### config.mk
export PLATFORM = sky130hd
export DESIGN_NAME = pcc_fifo
export DESIGN_NICKNAME = d
export VERILOG_FILES = /design/src/hdl/pcc_fifo.sv
export SDC_FILE = /design/constraint.sdc
export NUM_CORES = 1
export LEC_CHECK = 0
export BUFFER_PORTS_ARGS = -buffer_cell sky130_fd_sc_hd__buf_2
export CAP_MARGIN = 20
export CORE_AREA = 2 2 83 65
export CTS_BUF_LIST = sky130_fd_sc_hd__clkbuf_16
export CTS_CLUSTER_SIZE = 30
export DETAILED_ROUTE_END_ITERATION = 10
export DIE_AREA = 0 0 85 67
export GPL_TIMING_DRIVEN = 0
export HOLD_SLACK_MARGIN = 0.12
export SLEW_MARGIN = 10
export SYNTH_ARGS = -nofsm -noshare
export SYNTH_HDL_FRONTEND = slang
export SYNTH_SLANG_ARGS = --single-unit
### constraint.sdc
create_clock -name clk -period 2.06 [get_ports clk]
set_input_delay 0.103 -clock clk [delete_from_list [all_inputs] [get_ports clk]]
set_output_delay 0.103 -clock clk [all_outputs]
set_load 0.01 [all_outputs]
### src/hdl/pcc_fifo.sv
// pcc_fifo: small register queue with push/full and pop/empty sides
// used between front and back and on the result side
// no dependencies
`default_nettype none

module pcc_fifo #(
  parameter int WIDTH = 8,
  parameter int DEPTH = 4
) (
  input  wire logic             clk,
  input  wire logic             rst,
  input  wire logic             push,
  input  wire logic [WIDTH-1:0] push_data,
  output      logic             full,
  input  wire logic             pop,
  output      logic [WIDTH-1:0] pop_data,
  output      logic             empty
);

  localparam int AW = (DEPTH > 1) ? $clog2(DEPTH) : 1;
  localparam logic [AW:0] FULL_COUNT = (AW + 1)'(DEPTH);
  localparam logic [AW-1:0] LAST_SLOT = AW'(DEPTH - 1);

  logic [WIDTH-1:0] mem [DEPTH];
  logic [AW-1:0]    wr_ptr;
  logic [AW-1:0]    rd_ptr;
  logic [AW:0]      count;
  logic             push_ok;
  logic             pop_ok;

  assign full     = (count == FULL_COUNT);
  assign empty    = (count == '0);
  assign push_ok  = push && !full;
  assign pop_ok   = pop && !empty;
  assign pop_data = mem[rd_ptr];

  always_ff @(posedge clk) begin
    if (push_ok) begin
      mem[wr_ptr] <= push_data;
    end
  end

  always_ff @(posedge clk) begin
    if (rst) begin
      wr_ptr <= '0;
      rd_ptr <= '0;
      count  <= '0;
    end else begin
      if (push_ok) begin
        wr_ptr <= (wr_ptr == LAST_SLOT) ? '0 : wr_ptr + 1'b1;
      end
      if (pop_ok) begin
        rd_ptr <= (rd_ptr == LAST_SLOT) ? '0 : rd_ptr + 1'b1;
      end
      if (push_ok && !pop_ok) begin
        count <= count + 1'b1;
      end else if (pop_ok && !push_ok) begin
        count <= count - 1'b1;
      end
    end
  end

endmodule

`default_nettype wire

==> results.py <==
metrics = {
    "power_and_ir_drop": {
        "power_density_nw_per_um2": 1225,
        "seqPwrFrac_pct": 40.9,
        "p_sw_share_pct": 26.23,
        "p_leak_nw": 0.7997,
        "intPower_mw": 1.945,
        "vdd_ir_drop_max_v": 0.0004518,
        "pwr-share-comb_pct": 26.2,
        "p_clk_share_pct": 33.0,
        "switchingPower_mw": 0.6916,
    },
    "finish": {
        "fillCellCount": 422,
        "fin_nets": 152,
        "multi_input_area_um2": 485.5,
        "regArea_um2": 1152,
        "antenna_cells": 0,
        "area_growth_pct": 30.80,
        "stdcell_count": 194,
        "drive_gt1_share_pct": 44.78,
    },
    "clock_tree": {
        "clock_path_buffers": 2,
        "cts_sinks": 41,
        "clkTransAtPathRegs_ps": 60,
        "cts_max_level": 2,
        "clockRootBuffer": "clkbuf_16",
        "clk_latency_ps": 280,
        "cts_inserted_buffers": 5,
        "cts_tree": "yes",
    },
    "grt": {
        "gr-usage-all-layers_pct": 11.59,
        "grt_pass1_wl_um": 4781,
        "antenna_found_initial": 0,
        "grt_pass1_vias": 919,
        "grt_overflow_total": 0,
        "grt_max_degree": 14,
    },
    "worst_setup_path": {
        "critPathCaptureType": "flip-flop",
        "rr_worst_depth": 10,
        "worstPathArrival_ps": 2230,
        "cpPeakStageDelay_ps": 330,
        "crit_path_cell_trace": "or3b_4 -> buf_6 -> clkinv_4 -> nor2_4 -> ha_2 -> inv_2 -> fa_2 -> xor2_1 -> or3_4 -> a21oi_2",
        "r2r-end": "count[2]",
        "worst-setup-path-type": "reg2reg",
        "worstPathRequired_ps": 2270,
        "worstSetupStartpointType": "flip-flop",
        "cp_top_family": "simple AND/OR/NAND/NOR gates",
        "r2r_setup_slack_ps": 40,
        "path_buf_inv": 3,
        "rr_startpoint": "count[2]",
        "crit_fanout": 3,
        "cp_num_cells": 10,
        "worst_path_max_delay_cell": "dfxtp_4",
    },
    "place": {
        "gp_congestion": 0.7290,
        "io_buffer_count": 20,
        "place_inst": 172,
        "dp_hpwl_um": 1881,
    },
    "floorplan": {
        "initial_utilization_pct": 34.16,
        "rows": 22,
        "core_um2": 4817,
        "ios": 22,
        "design.die.area_um2": 5695,
        "fp.dieH_um": 67,
        "fp.dieW_um": 85,
    },
    "sta": {
        "rsz0062_at_grt": "true",
        "fin_skew_ps": 3.211,
        "maxSlewViolCount": 0,
        "fmax_mhz": 494.6,
        "setup_viol": 0,
        "fin_crit_ps": 2022,
        "tns_ps": 0,
        "maxSlewHeadroom_pct": 65.44,
        "post-route-period-util_pct": 98.14,
        "hold_viol": 0,
        "worst_pin_slew_ps": 518.3,
    },
    "logic_synthesis": {
        "ys_types": 26,
        "netlist_area_um2": 1645,
        "yosysSeqAreaShare_pct": 69.35,
        "synth_cells": 92,
        "synthesis.nets": 111,
        "yosys_warnings": 0,
        "avgSynthCellArea_um2": 17.88,
        "ys_ff_latch": 41,
    },
    "flow_run": {
        "maxCapViolations": 0,
    },
    "route": {
        "first_pass_iters": 4,
        "drt_iter0_drc": 28,
        "routed_wl_um": 2873,
        "routedWlPerCell_um": 14.81,
        "postRouteAntennaNets": 0,
        "drc": 0,
        "vias": 909,
        "viasPerCell": 4.686,
    },
    "worst_hold_path": {
        "whs_path_depth": 3,
        "hp-class": "in2reg",
        "min_from": "push",
        "worstHoldEndpoint": "wr_ptr[0]",
    },
    "outcome": {
        "outcome": "complete, no violations",
    },
}
-- sequential cells by signal, indices dropped and copies added (netlist names), named ones only --
name / cells
mem: 32
count: 3
rd_ptr: 2
wr_ptr: 2
-- metrics by stage --
| stage | setup slack (ps) | power (mW) | util, % | area [µm²] | hold WS (ps) |
|---|---|---|---|---|---|
| after global routing | -43.93 | 2.777 | 44.68 | 2152 | 167.4 |
| after detailed placement | -123.6 | 1.695 | 38.10 | 1836 | 330.6 |
| after floorplan | 19.21 | 1.507 | - | 1660 | 201.9 |
| after global placement | -90.55 | 1.666 | 38.10 | 1836 | 317.0 |
| final | 38.28 | 2.637 | 44.68 | 2152 | 131.0 |
| after CTS | 4.348 | 2.649 | 44.36 | 2137 | 131.5 |
-- cells by family after synthesis --
logic type / share of synthesized area (%)
DFF: 69.35
and+or+nand+nor: 5.704
muxes: 12.17
buffers and inverters: 2.889
AOI/OAI and AO/OA: 3.041
adders and majority gates: 5.779
xor gates and xnor gates: 1.065
-- how the worst max path moves through the flow --
| stage | endpoint | start |
|---|---|---|
| detailed placement | count[2] | count[1] |
| global route | count[2] | count[2] |
| floorplan | count[2] | count[2] |
| finish | count[2] | count[2] |
| global placement | count[2] | count[1] |
| CTS | count[2] | count[2] |
-- Yosys cell counts --
master	count	area share (%)
or3b_1	1	0.53
o31ai_2	2	1.5
edfxtp_1	32	58
nor3_1	2	0.61
nand2_1	1	0.23
clkinv_4	1	0.53
buf_6	1	0.68
and3_2	4	1.8
dfxtp_1	9	11
inv_1	4	0.91
a21oi_1	3	0.91
nor2_2	1	0.38
fa_1	1	1.2
buf_2	1	0.30
or3_2	1	0.46
o21ai_0	1	0.30
mux2i_1	2	1.2
clkbuf_1	1	0.23
ha_1	6	4.6
xor2_1	2	1.1
buf_1	1	0.23
o21ai_1	1	0.30
or3_1	1	0.38
nand3_1	2	0.61
mux4_2	8	11
nor2_1	3	0.68
-- cells in the final DEF (no fill, tap or decap), types with 2 or more instances in the layout --
cell	synthesis	final
edfxtp_1	32	32
buf_2	1	21
mux4_2	8	8
dlygate4sd3_1	0	8
dfxtp_1	9	6
buf_4	0	6
ha_1	6	5
clkbuf_16	0	5
and3_2	4	4
inv_1	4	3
nor2_1	3	3
dfxtp_4	0	3
nor3_1	2	2
xor2_1	2	2
nand3_1	2	2
a21oi_1	3	2
mux2i_1	2	2
-- worst reg2reg max path: cells and delay by family (launching register included) --
family,cells,cell delay (ps)
and+or+nand+nor,3,640
adders and majority gates,2,510
DFF,1,330
buffers and inverters,3,190
xor gates and xnor gates,1,160
AOI/OAI and AO/OA,1,110
-- per-layer routing --
layer | wire length [µm] | track usage [%] | share of wire, %
met5 | 0 | 0 | 0
met3 | 132 | 4.461 | 4.6
met1 | 1318 | 14.54 | 46
met4 | 27 | 2.976 | 0.94
met2 | 1395 | 18.95 | 49
-- power by group through the flow --
stage               registers (mW)  clock network [mW]  logic, mW
floorplan                     1.08                   0      0.428
global placement              1.09                   0      0.579
detailed placement            1.09                   0      0.601
CTS                           1.08               0.885      0.687
global route                  1.09               0.917      0.766
finish                        1.08               0.869      0.690
-- timing repair --
| action | 4_1_cts | 5_1_grt |
|---|---|---|
| hold buffers | 8 | 0 |
| buffers inserted | 4 | 2 |
| resized for setup | 8 | 0 |
| endpoints found under the setup margin | 1 | 1 |
| pin swaps | 2 | 2 |
| hold endpoints to repair | 32 | 0 |
-- area by class of cell --
cell class	count	area share, %
flip-flops and latches	41	53.55
multi-input cells	42	22.56
repair buffers	34	10.47
clock buffers	5	5.814
well taps	60	3.488
clock inverters	3	1.919
plain buffers	4	1.105
inverters	5	1.105
Note: power is estimated with default switching activity, not from simulation.
