$ cat src/hdl/pcc_pkg.sv
// pcc_pkg: shared types and constants for the clamped pid controller
// register index codes and the per-word flags passed from front to back
// no dependencies
`default_nettype none

package pcc_pkg;

  localparam int CFG_INDEX_W = 3;

  localparam logic [CFG_INDEX_W-1:0] REG_KP_GAIN        = 3'd0;
  localparam logic [CFG_INDEX_W-1:0] REG_KI_DT_GAIN     = 3'd1;
  localparam logic [CFG_INDEX_W-1:0] REG_KD_DIV_DT_GAIN = 3'd2;
  localparam logic [CFG_INDEX_W-1:0] REG_INTEGRAL_LIMIT = 3'd3;
  localparam logic [CFG_INDEX_W-1:0] REG_OUTPUT_LIMIT   = 3'd4;

  typedef struct packed {
    logic restart;
    logic first;
  } pcc_flags_t;

endpackage

`default_nettype wire

$ cat src/hdl/pcc_front.sv
// pcc_front: accepts samples, forms the saturated error and error step
// tracks previous error and the first-sample flag; feeds the work queue
// depends on pcc_pkg
`default_nettype none

module pcc_front #(
  parameter int DATA_WIDTH = 32
) (
  input  wire logic                         clk,
  input  wire logic                         rst,
  input  wire logic                         push,
  output      logic                         full,
  input  wire logic signed [DATA_WIDTH-1:0] setpoint,
  input  wire logic signed [DATA_WIDTH-1:0] measured,
  input  wire logic                         restart,
  output      logic                         q_push,
  input  wire logic                         q_full,
  output      logic signed [DATA_WIDTH-1:0] q_error,
  output      logic signed [DATA_WIDTH-1:0] q_delta,
  output      pcc_pkg::pcc_flags_t          q_flags
);

  import pcc_pkg::*;

  localparam int W = DATA_WIDTH;
  localparam logic signed [W-1:0] SMAX = {1'b0, {(W-1){1'b1}}};
  localparam logic signed [W-1:0] SMIN = {1'b1, {(W-1){1'b0}}};

  logic signed [W-1:0] prev_error;
  logic                first_sample;
  logic signed [W:0]   err_wide;
  logic signed [W:0]   delta_wide;
  logic signed [W-1:0] err_sat;
  logic signed [W-1:0] delta_sat;
  logic                accept;

  assign full   = q_full;
  assign accept = push && !q_full;
  assign q_push = accept;

  always_comb begin
    err_wide = {setpoint[W-1], setpoint} - {measured[W-1], measured};
    if (err_wide[W] != err_wide[W-1]) begin
      err_sat = err_wide[W] ? SMIN : SMAX;
    end else begin
      err_sat = err_wide[W-1:0];
    end
    delta_wide = {err_sat[W-1], err_sat} - {prev_error[W-1], prev_error};
    if (delta_wide[W] != delta_wide[W-1]) begin
      delta_sat = delta_wide[W] ? SMIN : SMAX;
    end else begin
      delta_sat = delta_wide[W-1:0];
    end
  end

  assign q_error         = err_sat;
  assign q_delta         = delta_sat;
  assign q_flags.restart = restart;
  assign q_flags.first   = first_sample || restart;

  always_ff @(posedge clk) begin
    if (rst) begin
      first_sample <= 1'b1;
      prev_error   <= '0;
    end else if (accept) begin
      first_sample <= 1'b0;
      prev_error   <= err_sat;
    end
  end

endmodule

`default_nettype wire

$ cat config.mk
export PLATFORM = sky130hd
export DESIGN_NAME = pcc_front
export DESIGN_NICKNAME = d
export VERILOG_FILES = /design/src/hdl/pcc_pkg.sv /design/src/hdl/pcc_front.sv
export SDC_FILE = /design/constraint.sdc
export NUM_CORES = 1
export LEC_CHECK = 0
export ABC_AREA = 1
export BUFFER_PORTS_ARGS = -buffer_cell sky130_fd_sc_hd__buf_2
export CORE_ASPECT_RATIO = 1.5
export CORE_UTILIZATION = 45
export CTS_CLUSTER_DIAMETER = 40
export DETAILED_ROUTE_END_ITERATION = 12
export GPL_ROUTABILITY_DRIVEN = 0
export PLACE_DENSITY = 0.81
export SLEW_MARGIN = 20
export SYNTH_ARGS = -nofsm -noshare
export SYNTH_HDL_FRONTEND = slang
export SYNTH_SLANG_ARGS = --single-unit
$ cat constraint.sdc
create_clock -name clk -period 5.75 [get_ports clk]
set_clock_uncertainty 0.05 [all_clocks]
set_input_delay 0.575 -clock clk [delete_from_list [all_inputs] [get_ports clk]]
set_output_delay 0.575 -clock clk [all_outputs]
set_load 0.1 [all_outputs]
==> flow_metrics.py, run 1 <==
metrics = {
    "run_status": {
        "status": "finished, final reports clean",
    },
    "placement": {
        "placed_area_mm2": 0.00764,
        "dp_cells": 1347,
        "portBuffers": 136,
        "hpwlAfterDp_um": 14700,
        "place_ws_ns": 0.0799,
    },
    "grt": {
        "grt_start_max_net_pins": 59,
        "grt_pass1_vias": 6544,
        "gr-total-overflow": 0,
        "antenna_found_initial": 0,
        "grt_use_total_pct": 25.9,
        "grt_pass1_wl_um": 28300,
    },
    "clock_tree": {
        "cts_tree": "yes",
        "path_clk_slew_ns": 0.05,
        "post_cts_buffers": 0,
        "htree_num_levels": 2,
        "cts_resized": 0,
        "cts_buffer_depth": 2,
        "clk_latency_ns": 0.28,
        "clock-sinks": 33,
        "cts_inserted_buffers": 5,
        "cts_hold_buf": 0,
        "root_buffer": "clkbuf_16",
    },
    "route": {
        "vias": 7077,
        "ant_nets": 0,
        "drt_iter0_markers": 407,
        "drc": 0,
        "post_drt_wl_per_cell_um": 13.1,
        "avgViaCountPerCell": 5.22,
        "first_pass_iters": 8,
        "routed_wirelength_um": 17700,
    },
    "timing": {
        "drv_slew": 0,
        "setup_ws_ns": 0.322,
        "max_slew_margin_pct": 50.1,
        "period_minus_slack_ns": 5.43,
        "finalCritPeriodShare_pct": 94.4,
        "timing.fmax_ghz": 0.184,
        "max_slew.worst_pin.slew_ns": 0.747,
        "hold_violations": 0,
        "setup_viol": 0,
    },
    "synth": {
        "synth_warnings": 0,
        "yosys.area.top_type_share_pct": 21.8,
        "netlist_top_cells_area": "nand2_1 22%, ha_1 13%, inv_1 12%",
        "ys_types": 38,
        "synthFlopType": "dfxtp_1",
        "ys_ff_latch": 33,
        "syn_inst": 1060,
        "synth_area_per_cell_um2": 5.57,
        "async_flop_share_pct": 0,
        "syn_nets": 1194,
        "netlist_area_mm2": 0.00590,
        "ys_seq_area_share_pct": 11.2,
        "synth_top_cell_by_area": "nand2_1",
        "synth-edff-count": 0,
    },
    "setup_path": {
        "critPathTopFamily": "simple AND/OR/NAND/NOR gates",
        "worstPathMaxFanout": 17,
        "worstPathRequired_ns": 5.12,
        "crit_arrival_ns": 4.80,
        "cpPeakStageDelay_ns": 0.38,
        "end_kind": "output port",
        "cpMostUsedCell": "nand2_1",
        "crit_path_start_kind": "input pin",
        "path_buf_inv": 7,
        "worst_path_max_delay_cell": "ha_1",
        "crit_type": "input pin to output port",
    },
    "layout": {
        "fin_area_mm2": 0.00796,
        "synthToLayoutAreaGrowth_pct": 34.9,
        "final_nets": 1335,
        "fillers": 1155,
        "antenna_cells": 0,
        "drive_above_1_share_pct": 21.2,
        "stdcell_count": 1357,
    },
    "die": {
        "ios": 137,
        "die-height_um": 142,
        "core_mm2": 0.0126,
        "rows": 50,
        "dieArea_mm2": 0.0136,
        "die_x_um": 95.5,
        "start_util_pct": 46.7,
    },
    "hold_path": {
        "hold_path.class": "register to register",
    },
    "job": {
        "maxCapViolCount": 0,
    },
}
==> synthesized netlist by cell type (all sizes together) (7+ instances only) <==
master,n
clkbuf,8
nor2,93
a21oi,97
dfxtp,33
a21o,8
ha,63
nand4,7
nand3,38
nand2,356
nand3b,7
xnor2,25
nor3,11
o21bai,9
buf,14
o21ai,57
xor2,23
inv,192
==> worst register-to-register path, stage by stage (launching register included) <==
cell and delay (ns):
dfxtp_1 0.36, inv_1 0.07, a21oi_1 0.13, o21ai_0 0.09, inv_1 0.06
==> registers in the layout, indices dropped and copies added, names as in the netlist <==
register and count:
first_sample 1, prev_error 32
==> stage by stage <==
stage / hold WS, ns / util [%] / TNS (ns)
3_3_place_gp: 0.405 / 60.5 / 0
3_5_place_dp: 0.404 / 60.5 / 0
4_1_cts: 0.413 / 61.6 / 0
5_1_grt: 0.451 / 63.0 / -0.699
6_report: 0.419 / 63.0 / 0
2_1_floorplan: 0.361 / - / -0.625
==> cell families (layout without fill, tap and decap cells) <==
kind of cell | after synthesis | after routing | share of synthesized area [%]
xor gates and xnor gates | 48 | 48 | 7.12
and+or+nand+nor | 516 | 516 | 35.8
adders and majority gates | 65 | 65 | 14.0
buffers and inverters | 214 | 355 | 14.7
DFF | 33 | 33 | 11.2
AOI/OAI and AO/OA | 184 | 184 | 17.1
==> placed cells by master (no fill, tap or decap), drive strengths merged <==
cell,n
clkbuf,10
nand3b,7
ha,63
nand4,7
a21oi,97
nor3,11
o21ai,57
nand3,38
nand2,356
a211oi,1
xor2,23
nor2,93
buf,153
o21bai,9
a21o,8
a31oi,4
o211ai,1
o211a,1
dfxtp,33
fa,2
nor4,2
or2,2
xnor2,25
a21boi,2
inv,185
clkinvlp,7
o21a,4
==> per-layer routing <==
metal  part of all wire [%]  GRT usage [%]  up-vias  wire length (µm)
met5                      0              0        -                 0
met4                    5.4           13.5        0               954
met3                    4.3          0.748       65               768
met2                     52           48.7      278              9310
met1                     38           28.7     3120              6710
li1                       -              -     3614                 -
==> worst paths after layout <==
kind | start | endpoint | slack, ns | depth (start not counted)
worst max register to register | prev_error[1] | prev_error[1] | 4.94 | 4
worst max-delay path | setpoint[26] | q_delta[17] | 0.32 | 30
worst min-delay path | first_sample | first_sample | 0.42 | 2
worst min register to register | first_sample | first_sample | 0.42 | 2
==> layout make-up <==
| class | count | area (µm²) | area share [%] |
|---|---|---|---|
| flip-flops and latches | 33 | 661 | 8.30 |
| clock buffers | 7 | 143 | 1.79 |
| well taps | 156 | 195 | 2.45 |
| repair buffers | 156 | 1410 | 17.6 |
| multi-input cells | 813 | 4810 | 60.4 |
| inverters | 192 | 752 | 9.45 |
Power of run 1 is left out: the tool's default activity adds up to more than one toggle a clock period on the data nets, which glitch-free logic cannot reach.
==> inputs of run 2 (changes only) <==
PLACE_DENSITY = 0.7   (was 0.81)
==> run 2 against run 1 <==
Effect of this change:
- critical path depth increased by 4
- register-to-register slack about the same
- global-route usage rose by 0.17 points
- critical endpoint is now q_delta[21]
- sequential cell count is the same
- worst setup slack worse by 0.021 ns
- sequential share of layout area hardly changed
- highest routed layer unchanged
==> flow_metrics.py, run 2 (synthesized netlist as in run 1, its figures left out) <==
metrics = {
    "setup_path": {
        "worstPathMaxFanout": 10,
        "crit_path_start_kind": "input pin",
        "cp.depth": 34,
        "crit_end": "q_delta[21]",
        "critPathTopFamily": "simple AND/OR/NAND/NOR gates",
        "crit_arrival_ns": 4.82,
        "end_kind": "output port",
        "worstPathRequired_ns": 5.12,
        "cpMostUsedCell": "nand2_1",
        "rr_endpoint": "prev_error[1]",
        "path_buf_inv": 9,
        "worst_path_max_delay_cell": "fa_1",
        "crit_type": "input pin to output port",
        "cpPeakStageDelay_ns": 0.39,
        "critPathLaunch": "setpoint[0]",
        "reg2reg_slack_ns": 4.94,
        "r2r_cells": 4,
        "r2r_start": "prev_error[1]",
    },
    "layout": {
        "final_nets": 1334,
        "regMostFlops": "prev_error",
        "drive_above_1_share_pct": 21.3,
        "reg_top3": "prev_error: 32 flops, first_sample: 1 flops",
        "fillers": 1251,
        "antenna_cells": 0,
        "synthToLayoutAreaGrowth_pct": 35.1,
        "final_cell_mix": "304 x nand2_1, 182 x inv_1, 104 x buf_2",
        "post-route-util_pct": 63.1,
        "largest_reg_flops": 32,
        "final_common_cell": "nand2_1",
    },
    "timing": {
        "timing.fmax_ghz": 0.184,
        "hold_violations": 0,
        "max_slew.worst_pin.slew_ns": 0.712,
        "max_slew_margin_pct": 52.5,
        "period_minus_slack_ns": 5.45,
        "setup_viol": 0,
        "finalCritPeriodShare_pct": 94.8,
        "drv_slew": 0,
    },
    "grt": {
        "gr-total-overflow": 0,
        "grt_start_max_net_pins": 59,
        "grt_pass1_wl_um": 28400,
        "grt_use_total_pct": 26.1,
        "antenna_found_initial": 0,
        "grt_pass1_vias": 6535,
    },
    "clock_tree": {
        "cts_buffer_depth": 2,
        "path_clk_slew_ns": 0.05,
        "cts_inserted_buffers": 5,
        "clk_latency_ns": 0.28,
        "clock-sinks": 33,
        "post_cts_buffers": 0,
        "cts_tree": "yes",
        "htree_num_levels": 2,
        "root_buffer": "clkbuf_16",
    },
    "die": {
        "die_x_um": 95.5,
        "dieArea_mm2": 0.0136,
        "ios": 137,
        "rows": 50,
        "start_util_pct": 46.7,
        "core_mm2": 0.0126,
        "die-height_um": 142,
    },
    "placement": {
        "portBuffers": 136,
        "hpwlAfterDp_um": 14700,
    },
    "route": {
        "avgViaCountPerCell": 5.10,
        "ant_nets": 0,
        "drt_iter0_markers": 292,
        "routed_wirelength_um": 17800,
        "first_pass_iters": 5,
        "vias": 6922,
        "post_drt_wl_per_cell_um": 13.1,
        "drc": 0,
    },
    "run_status": {
        "status": "finished, final reports clean",
    },
    "job": {
        "maxCapViolCount": 0,
    },
    "hold_path": {
        "hold_path.class": "register to register",
        "hp-start": "first_sample",
    },
}
-- run 2: changes by cell type in the layout (fill, tap and decap cells not counted), sizes merged --
cell    delta
buf        -1
clkbuf     -1
clkinv     +2
-- run 2: layer usage --
layer	track usage [%]	share of wire (%)	vias to the layer above
li1	-	-	3611
met1	28.3	40	3075
met2	49.7	53	183
met3	1.07	2.3	53
met4	13.2	4.8	0
met5	0	0	-
-- run 2: layout make-up --
type | instances | area [µm²] | area share (%)
multi-input combinational | 813 | 4840 | 60.6
timing repair buffer | 155 | 1390 | 17.5
inverter | 192 | 752 | 9.43
sequential | 33 | 661 | 8.28
tap | 156 | 195 | 2.45
clock buffer | 6 | 129 | 1.62
clock inverter | 2 | 10.0 | 0.125
-- run 2: how the worst min path moves through the flow --
stage                    to  depth (start not counted)
2_1_floorplan  first_sample                          2
3_3_place_gp   first_sample                          2
3_5_place_dp   first_sample                          2
4_1_cts        first_sample                          2
5_1_grt        first_sample                          2
6_report       first_sample                          2
-- run 2: what timing repair did --
item | in CTS | in global routing
endpoints found under the setup margin | 0 | 31
endpoints found under the hold margin | 0 | 0
hold buffers | 0 | 0
gates resized for setup | 0 | 26
-- run 2: through the flow --
step                instance area, µm²  hold WS, ns  instances  setup TNS [ns]  setup slack, ns
finish                            7980        0.411       1357               0            0.301
global route                      7980        0.426       1357          -0.146          -0.0178
CTS                               7760        0.414       1353               0           0.0313
detailed placement                7620        0.405       1345               0           0.0314
global placement                  7620        0.405       1345               0            0.118
floorplan                         6260        0.361       1060          -0.625          -0.0208
-- run 2: worst min-delay path, cell delays in order, from the launching register on --
cell and delay, ns:
dfxtp_1 0.31, nand2_1 0.06, nand2_1 0.04
Power of run 2 is left out for the same reason.
==> inputs of run 3 (changes only) <==
clock period = 5.2 ns   (was 5.75 ns; I/O delays follow)
==> run 3 against run 2 <==
Effect of this change:
- die area did not move
- sequential share of layout area fell by 1.9 points
- count of clock-buffer cells in the layout rose by 1
- register-to-register slack got worse by 0.60 ns
- critical path depth rose by 3
- cell area rose by 30%
- worst setup slack got worse by 0.21 ns
- core utilization rose by 19 points
==> flow_metrics.py, run 3 (synthesized netlist as in run 1, its figures left out) <==
metrics = {
    "run_status": {
        "status": "finished, final reports clean",
    },
    "grt": {
        "grtUsageMet2_pct": 56.2,
        "busiest_layer": "met2",
        "antenna_found_initial": 0,
        "gr-total-overflow": 0,
        "grt_pass1_wl_um": 31000,
        "grt_start_max_net_pins": 59,
        "grt_pass1_vias": 7066,
        "use_met1_pct": 29.4,
        "grt_use_total_pct": 28.8,
        "grt_use_met3_pct": 1.55,
    },
    "layout": {
        "regMostFlops": "prev_error",
        "final_nets": 1426,
        "largest_reg_flops": 32,
        "final_cell_mix": "241 x nand2_1, 161 x inv_1, 103 x buf_2",
        "post-route-util_pct": 81.9,
        "synthToLayoutAreaGrowth_pct": 75.3,
        "reg_top3": "prev_error: 32 flops, first_sample: 1 flops",
        "antenna_cells": 0,
        "drive_above_1_share_pct": 40.0,
        "final_common_cell": "nand2_1",
    },
    "route": {
        "ant_nets": 0,
        "post_drt_wl_per_cell_um": 15.1,
        "routed_wirelength_um": 21800,
        "first_pass_iters": 5,
        "avgViaCountPerCell": 5.34,
        "drc": 0,
        "drt_iter0_markers": 370,
        "vias": 7736,
    },
    "setup_path": {
        "crit_type": "input pin to output port",
        "cpPeakStageDelay_ns": 0.35,
        "crit_path_start_kind": "input pin",
        "critPathTopFamily": "simple AND/OR/NAND/NOR gates",
        "worstPathRequired_ns": 4.63,
        "path_buf_inv": 9,
        "crit_arrival_ns": 4.54,
        "cpMostUsedCell": "nand2_1",
        "end_kind": "output port",
        "worstPathMaxFanout": 6,
        "worst_path_max_delay_cell": "fa_2",
    },
    "timing": {
        "period_minus_slack_ns": 5.11,
        "rsz0062_at_grt": "yes",
        "setup_viol": 0,
        "drv_slew": 0,
        "timing.fmax_ghz": 0.196,
        "max_slew.worst_pin.slew_ns": 0.773,
        "max_slew_margin_pct": 48.4,
        "finalCritPeriodShare_pct": 98.3,
        "hold_violations": 0,
    },
    "clock_tree": {
        "cts_hold_buf": 0,
        "path_clk_slew_ns": 0.05,
        "clk_latency_ns": 0.28,
        "htree_num_levels": 2,
        "clock-sinks": 33,
        "root_buffer": "clkbuf_16",
        "cts_inserted_buffers": 5,
        "cts_buffer_depth": 2,
        "cts_tree": "yes",
    },
    "die": {
        "rows": 50,
        "ios": 137,
        "dieArea_mm2": 0.0136,
        "die_x_um": 95.5,
        "start_util_pct": 46.7,
        "die-height_um": 142,
        "core_mm2": 0.0126,
    },
    "hold_path": {
        "hold_path.class": "register to register",
    },
    "job": {
        "maxCapViolCount": 0,
    },
    "placement": {
        "hpwlAfterDp_um": 16000,
        "portBuffers": 136,
    },
}
-- run 3: cell types whose count changed in the layout (fill, tap and decap cells not counted), moves of 14 or more --
cell | previous run | this run
a21oi_1 | 89 | 74
a21oi_2 | 6 | 20
buf_4 | 13 | 94
clkinvlp_4 | 7 | 23
ha_1 | 54 | 10
ha_4 | 9 | 52
inv_1 | 182 | 161
nand2_1 | 304 | 241
nand2_2 | 15 | 33
nand2_8 | 1 | 38
nor2_1 | 88 | 74
-- run 3: metrics by stage --
stage	instance area [µm²]	std cells	hold slack [ns]	setup slack, ns	TNS [ns]
global route	10300	1448	0.458	-0.178	-4.90
global placement	8900	1401	0.380	-0.206	-0.299
CTS	9260	1423	0.408	-0.00595	-0.0365
finish	10300	1448	0.446	0.0859	0
detailed placement	8900	1401	0.396	-0.288	-2.21
floorplan	7130	1060	0.361	-0.0874	-2.62
-- run 3: final cells by class --
type | count | area (µm²)
sequential | 33 | 661
tap | 156 | 195
fill | 861 | 2290
timing repair buffer | 245 | 2180
clock buffer | 7 | 143
inverter | 192 | 840
multi-input combinational | 815 | 6330
-- run 3: timing repair --
action                     4_1_cts  5_1_grt
cloned                           2        4
buffers inserted                13       21
gates resized for setup         19      150
pin swaps                        8       41
setup endpoints to repair       31       31
-- run 3: routing by layer --
layer	wire length [µm]	share of wire, %
met2	11900	55
met4	1370	6.3
met3	775	3.6
met5	0	0
met1	7710	35
-- run 3: worst min-delay path: cells and delay by family (launching register included) --
| kind | cells | cell delay, ns |
|---|---|---|
| DFF | 1 | 0.32 |
| and+or+nand+nor | 2 | 0.13 |
-- run 3: path summary, 6_finish.rpt --
kind         slack, ns  depth (start not counted)            end     startpoint
max               0.09                         37     q_delta[5]    setpoint[0]
min               0.45                          2   first_sample   first_sample
max reg2reg       4.34                          4  prev_error[1]  prev_error[1]
min reg2reg       0.45                          2   first_sample   first_sample
Power of run 3 is left out for the same reason.
